**config.mk**
```make
export PLATFORM = sky130hd
export DESIGN_NAME = ordered_list_with_index_delete_top
export DESIGN_NICKNAME = d
export VERILOG_FILES = /design/src/hdl/olid_pkg.sv /design/src/hdl/olid_ctrl.sv /design/src/hdl/olid_dp.sv /design/src/hdl/ordered_list_with_index_delete_top.sv
export VERILOG_INCLUDE_DIRS = /design/src /design/src/hdl
export SDC_FILE = /design/constraint.sdc
export NUM_CORES = 1
export LEC_CHECK = 0
export BUFFER_PORTS_ARGS = -buffer_cell sky130_fd_sc_hd__buf_2
export CORE_MARGIN = 2
export CORE_UTILIZATION = 25
export DETAILED_ROUTE_END_ITERATION = 6
export GPL_ROUTABILITY_DRIVEN = 0
export PLACE_DENSITY_LB_ADDON = 0.15
export RECOVER_POWER = 100
export SETUP_SLACK_MARGIN = 0.2
export SLEW_MARGIN = 10
export SYNTH_ARGS = -nofsm -noshare
export SYNTH_HDL_FRONTEND = slang
export SYNTH_HIERARCHICAL = 1
export SYNTH_SLANG_ARGS = --single-unit
```
**constraint.sdc**
```tcl
create_clock -name clock -period 3.83 [get_ports clock]
set_clock_uncertainty 0.05 [all_clocks]
set_input_delay 0.1915 -clock clock [delete_from_list [all_inputs] [get_ports clock]]
set_output_delay 0.1915 -clock clock [all_outputs]
set_load 0.1 [all_outputs]
```
**src/hdl/ordered_list_with_index_delete_top_assert.svh**
```systemverilog
// assertion macros for the ordered list block
`ifndef ORDERED_LIST_WITH_INDEX_DELETE_TOP_ASSERT_SVH
`define ORDERED_LIST_WITH_INDEX_DELETE_TOP_ASSERT_SVH

// same-cycle implication, sampled on clock, off during reset
`define OLID_ASSERT_NOW(label, ante, cons) \
   label: assert property (@(posedge clock) disable iff (reset) (ante) |-> (cons)) \
      else $error("ordered list check failed");

// next-cycle implication, sampled on clock, off during reset
`define OLID_ASSERT_NEXT(label, ante, cons) \
   label: assert property (@(posedge clock) disable iff (reset) (ante) |=> (cons)) \
      else $error("ordered list check failed");

`endif

```
**src/hdl/olid_pkg.sv**
```systemverilog
// shared types and codes for the ordered list block
`timescale 1ns / 1ps
package olid_pkg;

   localparam logic [2:0] CMD_APPEND      = 3'd0;
   localparam logic [2:0] CMD_REMOVE_HEAD = 3'd1;
   localparam logic [2:0] CMD_REMOVE_AT   = 3'd2;
   localparam logic [2:0] CMD_REMOVE_TAIL = 3'd3;
   localparam logic [2:0] CMD_FIND        = 3'd4;
   localparam logic [2:0] CMD_CLEAR       = 3'd5;

   localparam logic [1:0] STS_DONE    = 2'd0;
   localparam logic [1:0] STS_FULL    = 2'd1;
   localparam logic [1:0] STS_REFUSED = 2'd2;

   typedef enum logic [0:0] {
      S_IDLE,
      S_SCAN
   } state_type;

   typedef struct packed {
      logic exec;
      logic scan_start;
      logic scan_step;
      logic scan_finish;
   } ctrl_cmd_type;

   typedef struct packed {
      logic scan_done;
   } dp_stat_type;

endpackage

```
**src/hdl/olid_ctrl.sv**
```systemverilog
// controller: handshake, find scan sequencing and result valid
`timescale 1ns / 1ps
module olid_ctrl (
   input  logic                  clock,
   input  logic                  reset,
   input  logic                  req_valid,
   output logic                  req_ready,
   input  logic                  cmd_is_find,
   output logic                  rsp_valid,
   input  logic                  rsp_ready,
   output olid_pkg::ctrl_cmd_type ctl,
   input  olid_pkg::dp_stat_type  stat
);
   import olid_pkg::*;

   state_type state_ff, state_in;
   logic      rsp_valid_ff, rsp_valid_in;
   logic      accept;

   always_ff @(posedge clock) begin
      if (reset) begin
         state_ff     <= S_IDLE;
         rsp_valid_ff <= 1'b0;
      end else begin
         state_ff     <= state_in;
         rsp_valid_ff <= rsp_valid_in;
      end
   end

   always_comb begin
      state_in        = state_ff;
      ctl             = '0;
      req_ready       = 1'b0;
      accept          = 1'b0;
      unique case (state_ff)
         S_IDLE: begin
            // result register must be empty or draining this cycle
            req_ready = !rsp_valid_ff || rsp_ready;
            accept    = req_valid && req_ready;
            if (accept) begin
               if (cmd_is_find) begin
                  ctl.scan_start = 1'b1;
                  state_in       = S_SCAN;
               end else begin
                  ctl.exec = 1'b1;
               end
            end
         end
         S_SCAN: begin
            if (stat.scan_done) begin
               ctl.scan_finish = 1'b1;
               state_in        = S_IDLE;
            end else begin
               ctl.scan_step = 1'b1;
            end
         end
         default: begin
            state_in = S_IDLE;
         end
      endcase

      if (ctl.exec || ctl.scan_finish) begin
         rsp_valid_in = 1'b1;
      end else if (rsp_ready) begin
         rsp_valid_in = 1'b0;
      end else begin
         rsp_valid_in = rsp_valid_ff;
      end
   end

   assign rsp_valid = rsp_valid_ff;

endmodule

```
**src/hdl/olid_dp.sv**
```systemverilog
// datapath: row of entry cells, count, search scan and result register
`timescale 1ns / 1ps
module olid_dp #(
   parameter int LIST_DEPTH = 16
) (
   input  logic                   clock,
   input  logic                   reset,
   input  olid_pkg::ctrl_cmd_type ctl,
   output olid_pkg::dp_stat_type  stat,
   input  logic [2:0]             req_command,
   input  logic [7:0]             req_value,
   input  logic [3:0]             req_position,
   output logic [1:0]             rsp_status,
   output logic                   rsp_found,
   output logic [3:0]             rsp_found_position,
   output logic [4:0]             rsp_entry_count
);
   import olid_pkg::*;

   localparam int CW = $clog2(LIST_DEPTH + 1);
   localparam int IW = (LIST_DEPTH > 1) ? $clog2(LIST_DEPTH) : 1;
   localparam int EW = CW + 4;

   logic [7:0]    cells_ff [LIST_DEPTH];
   logic [7:0]    cells_in [LIST_DEPTH];
   logic [CW-1:0] count_ff, count_in;
   logic [CW-1:0] scan_ff, scan_in;
   logic [7:0]    key_ff, key_in;
   logic [1:0]    status_ff, status_in;
   logic          found_ff, found_in;
   logic [3:0]    fpos_ff, fpos_in;
   logic [4:0]    ecount_ff, ecount_in;

   logic          do_append, do_shift;
   logic [EW-1:0] rm_pos;
   logic [EW-1:0] pos_ext, count_ext, scan_ext, count_in_ext;
   logic [1:0]    exec_status;
   logic          in_range, hit;

   assign pos_ext      = EW'(req_position);
   assign count_ext    = EW'(count_ff);
   assign scan_ext     = EW'(scan_ff);
   assign count_in_ext = EW'(count_in);

   // command decode for everything but find
   always_comb begin
      do_append   = 1'b0;
      do_shift    = 1'b0;
      rm_pos      = '0;
      count_in    = count_ff;
      exec_status = STS_DONE;
      unique case (req_command)
         CMD_APPEND: begin
            if (count_ff < CW'(LIST_DEPTH)) begin
               do_append = 1'b1;
               count_in  = CW'(count_ff + 1'b1);
            end else begin
               exec_status = STS_FULL;
            end
         end
         CMD_REMOVE_HEAD: begin
            if (count_ff != '0) begin
               do_shift = 1'b1;
               count_in = CW'(count_ff - 1'b1);
            end else begin
               exec_status = STS_REFUSED;
            end
         end
         CMD_REMOVE_AT: begin
            rm_pos = pos_ext;
            if (pos_ext < count_ext) begin
               do_shift = 1'b1;
               count_in = CW'(count_ff - 1'b1);
            end else begin
               exec_status = STS_REFUSED;
            end
         end
         CMD_REMOVE_TAIL: begin
            if (count_ff != '0) begin
               count_in = CW'(count_ff - 1'b1);
            end else begin
               exec_status = STS_REFUSED;
            end
         end
         CMD_FIND: begin
            exec_status = STS_DONE;
         end
         CMD_CLEAR: begin
            count_in = '0;
         end
         default: begin
            exec_status = STS_REFUSED;
         end
      endcase
   end

   // cells load the appended byte or (all but the last) the right neighbor
   for (genvar i = 0; i < LIST_DEPTH; i++) begin : g_cell
      if (i < LIST_DEPTH - 1) begin : g_inner
         always_comb begin
            cells_in[i] = cells_ff[i];
            if (do_append && (count_ff == CW'(i))) begin
               cells_in[i] = req_value;
            end else if (do_shift && (EW'(i) >= rm_pos)) begin
               cells_in[i] = cells_ff[i+1];
            end
         end
      end else begin : g_last
         always_comb begin
            cells_in[i] = cells_ff[i];
            if (do_append && (count_ff == CW'(i))) begin
               cells_in[i] = req_value;
            end
         end
      end
   end

   // search walks one cell per cycle
   assign in_range       = scan_ff < count_ff;
   assign hit            = in_range && (cells_ff[scan_ff[IW-1:0]] == key_ff);
   assign stat.scan_done = hit || !in_range;

   always_comb begin
      key_in    = key_ff;
      scan_in   = scan_ff;
      status_in = status_ff;
      found_in  = found_ff;
      fpos_in   = fpos_ff;
      ecount_in = ecount_ff;
      if (ctl.scan_start) begin
         key_in  = req_value;
         scan_in = '0;
      end else if (ctl.scan_step) begin
         scan_in = CW'(scan_ff + 1'b1);
      end
      if (ctl.exec) begin
         status_in = exec_status;
         found_in  = 1'b0;
         fpos_in   = '0;
         ecount_in = count_in_ext[4:0];
      end else if (ctl.scan_finish) begin
         status_in = STS_DONE;
         found_in  = hit;
         fpos_in   = hit ? scan_ext[3:0] : 4'd0;
         ecount_in = count_ext[4:0];
      end
   end

   always_ff @(posedge clock) begin
      if (reset) begin
         count_ff <= '0;
      end else if (ctl.exec) begin
         count_ff <= count_in;
      end
   end

   always_ff @(posedge clock) begin
      if (ctl.exec) begin
         cells_ff <= cells_in;
      end
      key_ff    <= key_in;
      scan_ff   <= scan_in;
      status_ff <= status_in;
      found_ff  <= found_in;
      fpos_ff   <= fpos_in;
      ecount_ff <= ecount_in;
   end

   assign rsp_status         = status_ff;
   assign rsp_found          = found_ff;
   assign rsp_found_position = fpos_ff;
   assign rsp_entry_count    = ecount_ff;

endmodule

```
**src/hdl/ordered_list_with_index_delete_top.sv**
```systemverilog
// append, removals, clear and bad codes give their result in the cycle after accept
// find: scans one entry per cycle from the head, registers its result at the first match
// or at the end of the list when nothing matches, and holds off new items while it scans
// throughput: one non-find item per cycle while the result register drains
// reset: clears the entry count and the result valid; entry contents are not cleared
`timescale 1ns / 1ps
module ordered_list_with_index_delete_top #(
   parameter int LIST_DEPTH = 16
) (
   input  logic       clock,
   input  logic       reset,
   input  logic       req_valid,
   output logic       req_ready,
   input  logic [2:0] req_command,
   input  logic [7:0] req_value,
   input  logic [3:0] req_position,
   output logic       rsp_valid,
   input  logic       rsp_ready,
   output logic [1:0] rsp_status,
   output logic       rsp_found,
   output logic [3:0] rsp_found_position,
   output logic [4:0] rsp_entry_count
);
   import olid_pkg::*;

   ctrl_cmd_type ctl;
   dp_stat_type  stat;

   olid_ctrl u_ctrl (
      .clock       (clock),
      .reset       (reset),
      .req_valid   (req_valid),
      .req_ready   (req_ready),
      .cmd_is_find (req_command == CMD_FIND),
      .rsp_valid   (rsp_valid),
      .rsp_ready   (rsp_ready),
      .ctl         (ctl),
      .stat        (stat)
   );

   olid_dp #(
      .LIST_DEPTH (LIST_DEPTH)
   ) u_dp (
      .clock              (clock),
      .reset              (reset),
      .ctl                (ctl),
      .stat               (stat),
      .req_command        (req_command),
      .req_value          (req_value),
      .req_position       (req_position),
      .rsp_status         (rsp_status),
      .rsp_found          (rsp_found),
      .rsp_found_position (rsp_found_position),
      .rsp_entry_count    (rsp_entry_count)
   );

`include "ordered_list_with_index_delete_top_assert.svh"

   // a non-find item always has its result waiting on the next cycle
   `OLID_ASSERT_NEXT(a_exec_result, req_valid && req_ready && req_command != CMD_FIND, rsp_valid)
   // no new item is taken while the search is still walking
   `OLID_ASSERT_NOW(a_scan_blocks, ctl.scan_step || ctl.scan_finish, !req_ready)
   // a match is only ever reported with a done status
   `OLID_ASSERT_NOW(a_found_done, rsp_valid && rsp_found, rsp_status == STS_DONE)

endmodule

```
==> flow_summary.ini <==
[sta]
period_share_pct = 90.8
max-slew-margin-rel_pct = -41.6
setup_viol = 0
finalHoldViolCount = 0
fmax_ghz = 0.288
worstMarginPinSlew_ns = 2.11
maxSlewViolCount = 14
setup_ws_ns = 0.353
tns_ns = 0
rsz0062_at_grt = false
final.min_clock_period_ns = 3.48

[status]
status = complete, but fails checks
violations = max-capacitance violations, max-slew violations

[grt]
grt_max_degree = 23
grt_overflow = 0
grt_pass1_wl_um = 38100
antenna_found_initial = 0
grt_pass1_vias = 5602
grt_usage_pct = 14.5

[floorplanning]
design.core.area_um2 = 33500
row_count = 67
io_pins = 33
initial_core_util_pct = 25.4
die_area_um2 = 35600
die_h_um = 189
die_w_um = 189

[logic_synthesis]
ys_top_cells_by_area = edfxtp_1 (50%), mux2_2 (17%), mux4_2 (5.0%), mux2i_1 (4.1%), dfxtp_1 (4.0%)
yosysWarnings = 6
synth_xor_area_share_pct = 1.54
syn_area_per_cell_um2 = 14.3
syn-num-nets = 630
synth-compound-area-share_pct = 7.22
ys_ff_latch = 160
synth_top_family_by_area = multiplexers
ys_seq_area_share_pct = 54.4
synthAdderAreaFrac_pct = 1.91
synth_top_area_share_pct = 50.4
netlist-cell-type-count = 61
synth_area_um2 = 8520
synth_largest_area_cell = edfxtp_1
ys_top_cells_by_count = edfxtp_1 (143), mux2_2 (128), mux2i_1 (35)
syn_inst = 598
synthArstFlopShare_pct = 0
synth.most_common_cell = edfxtp_1
dominantRegCellSynth = edfxtp_1
synth_enable_flop_cells = 143
synth_simple_gate_area_share_pct = 5.99
synthMuxAreaShare_pct = 26.7

[routing]
drt_iter0_markers = 515
dr.pass1.iters = 4
top_layer = met4
wl_um = 25000
drc = 0
wire_per_inst_um = 22.4
vias = 5484
via_per_inst = 4.91
met3_length_um = 846
ant_nets = 0
wl_met2_um = 11500
met1_length_um = 12300

[setup_path]
rr_endpoint = u_dp/cells_ff[44]
path_max_fanout = 10
setup.worst_path.end_class = flip-flop
cp.arrival_ns = 3.49
critPathKind = reg2reg
crit_required_ns = 3.85
startpoint_type = flip-flop
r2r_slack_ns = 0.35
r2r_cells = 8
reg2reg_from = u_dp/count_ff[2]

[clock_network]
postCtsSetupRepairBufs = 0
h-tree-depth = 4
cts_buffer_depth = 2
path_clk_slew_ns = 0.07
cts_sinks = 160
cts_buffers = 17
cts.hold.buffers_added = 0
root_buffer = clkbuf_16
clock_latency_ns = 0.43
cts_tree = built

[pwr]
combPwrFrac_pct = 19.2
internal_power_mw = 3.19
ir_drop_mv = 0.244
p_sw_share_pct = 29.1
p_leak_nw = 3.18
p_clk_share_pct = 36.1
pwr-share-seq_pct = 44.7
p_sw_mw = 1.31
power_density_nw_per_um2 = 456

[final_layout]
nets = 689
area_delta_synth_final_pct = 15.7
antenna_cells = 0
final_layout_size_suffix_gt1_share_pct = 33.0

[run]
cap_viol_max_count = 1

[place]
pre_cts_slack_ns = 0.308
io_buffers = 32
hpwl_um = 17800

[min_path]
whs_endpoint = u_dp/count_ff[0]
hold_path_depth = 2
min_from = reset
hold_class = in2reg
==> layout make-up <==
cell class                      count  area, um2
Clock buffer                       18        429
Tap cell                          448        561
Inverter                           13       52.6
Timing Repair Buffer               69        384
Fill cell                        3435      23700
Multi-Input combinational cell    396       3670
Sequential cell                   160       4640
Clock inverter                     13        119
==> critical path, cell delays in order (launching register included) <==
cell	delay, ns
dfxtp_1	0.56
clkinvlp_4	0.35
ha_1	0.35
a21o_1	0.18
a21oi_1	0.29
a41oi_1	0.35
a31o_2	0.32
a21oi_1	0.15
clkbuf_1	0.49
==> logic make-up (layout without fill, tap and decap cells) <==
| kind of cell | after synthesis | after routing |
|---|---|---|
| flops | 160 | 160 |
| compound gates | 85 | 85 |
| fa+ha+maj | 13 | 13 |
| mux | 184 | 184 |
| simple gates | 99 | 99 |
| xor+xnor | 15 | 15 |
| buf+inv | 42 | 113 |
==> power by group through the flow <==
| stage | sequential (mW) | combinational [mW] | clock [mW] |
|---|---|---|---|
| 2_1_floorplan | 2.04 | 0.633 | 0 |
| 3_3_place_gp | 2.04 | 0.875 | 0 |
| 3_5_place_dp | 2.05 | 0.885 | 0 |
| 4_1_cts | 2.01 | 0.889 | 1.67 |
| 5_1_grt | 2.02 | 0.937 | 1.75 |
| 6_report | 2.01 | 0.865 | 1.62 |
==> state kept, by name, summed over array words and instances (netlist names) <==
name                     flops
u_ctrl/rsp_valid             1
u_ctrl/state_ff              1
u_dp/cells_ff              128
u_dp/count_ff                5
u_dp/key_ff                  8
u_dp/rsp_entry_count         5
u_dp/rsp_found               1
u_dp/rsp_found_position      4
u_dp/rsp_status              2
u_dp/scan_ff                 5
==> cell usage in the layout, fill, tap and decap left out, types with 13 or more instances in the layout <==
cell type / n
a21oi_1: 20
buf_4: 17
clkbuf_1: 40
clkbuf_16: 17
dfxtp_1: 15
edfxtp_1: 143
ha_1: 13
mux2_2: 128
mux2i_1: 35
mux4_2: 19
nand2_1: 28
nor2_1: 21
==> through the flow <==
step | instance area [um2] | hold WS (ns) | instances | power [mW] | util, %
2_1_floorplan | 8520 | 0.211 | 598 | 2.67 | -
3_3_place_gp | 9430 | 0.417 | 1086 | 2.92 | 28.1
3_5_place_dp | 9430 | 0.417 | 1086 | 2.93 | 28.1
4_1_cts | 9980 | 0.0142 | 1117 | 4.56 | 29.8
5_1_grt | 9860 | 0.0328 | 1117 | 4.70 | 29.4
6_report | 9860 | 0.0350 | 1117 | 4.50 | 29.4
==> worst max path at each step <==
stage,from,to,slack [ns]
2_1_floorplan,u_dp/count_ff[2],u_dp/cells_ff[56],0.59
5_1_grt,u_dp/count_ff[2],u_dp/cells_ff[69],0.13
6_report,u_dp/count_ff[2],u_dp/cells_ff[44],0.35
3_5_place_dp,u_dp/scan_ff[1],u_dp/rsp_entry_count[1],0.31
3_3_place_gp,u_dp/scan_ff[1],u_dp/scan_ff[3],0.32
4_1_cts,u_dp/scan_ff[1],u_dp/rsp_entry_count[2],0.29
==> routing by layer <==
layer	vias to the layer above	global-route usage (%)
li1	2484	-
met1	2855	20.7
met2	125	22.8
met3	20	2.27
met4	0	3.82
met5	-	0
==> repair_timing <==
item,CTS,global route
hold endpoints to repair,0,0
setup endpoints to repair,0,23
gates resized for setup,0,3
Note: power is estimated with default switching activity, not from simulation.
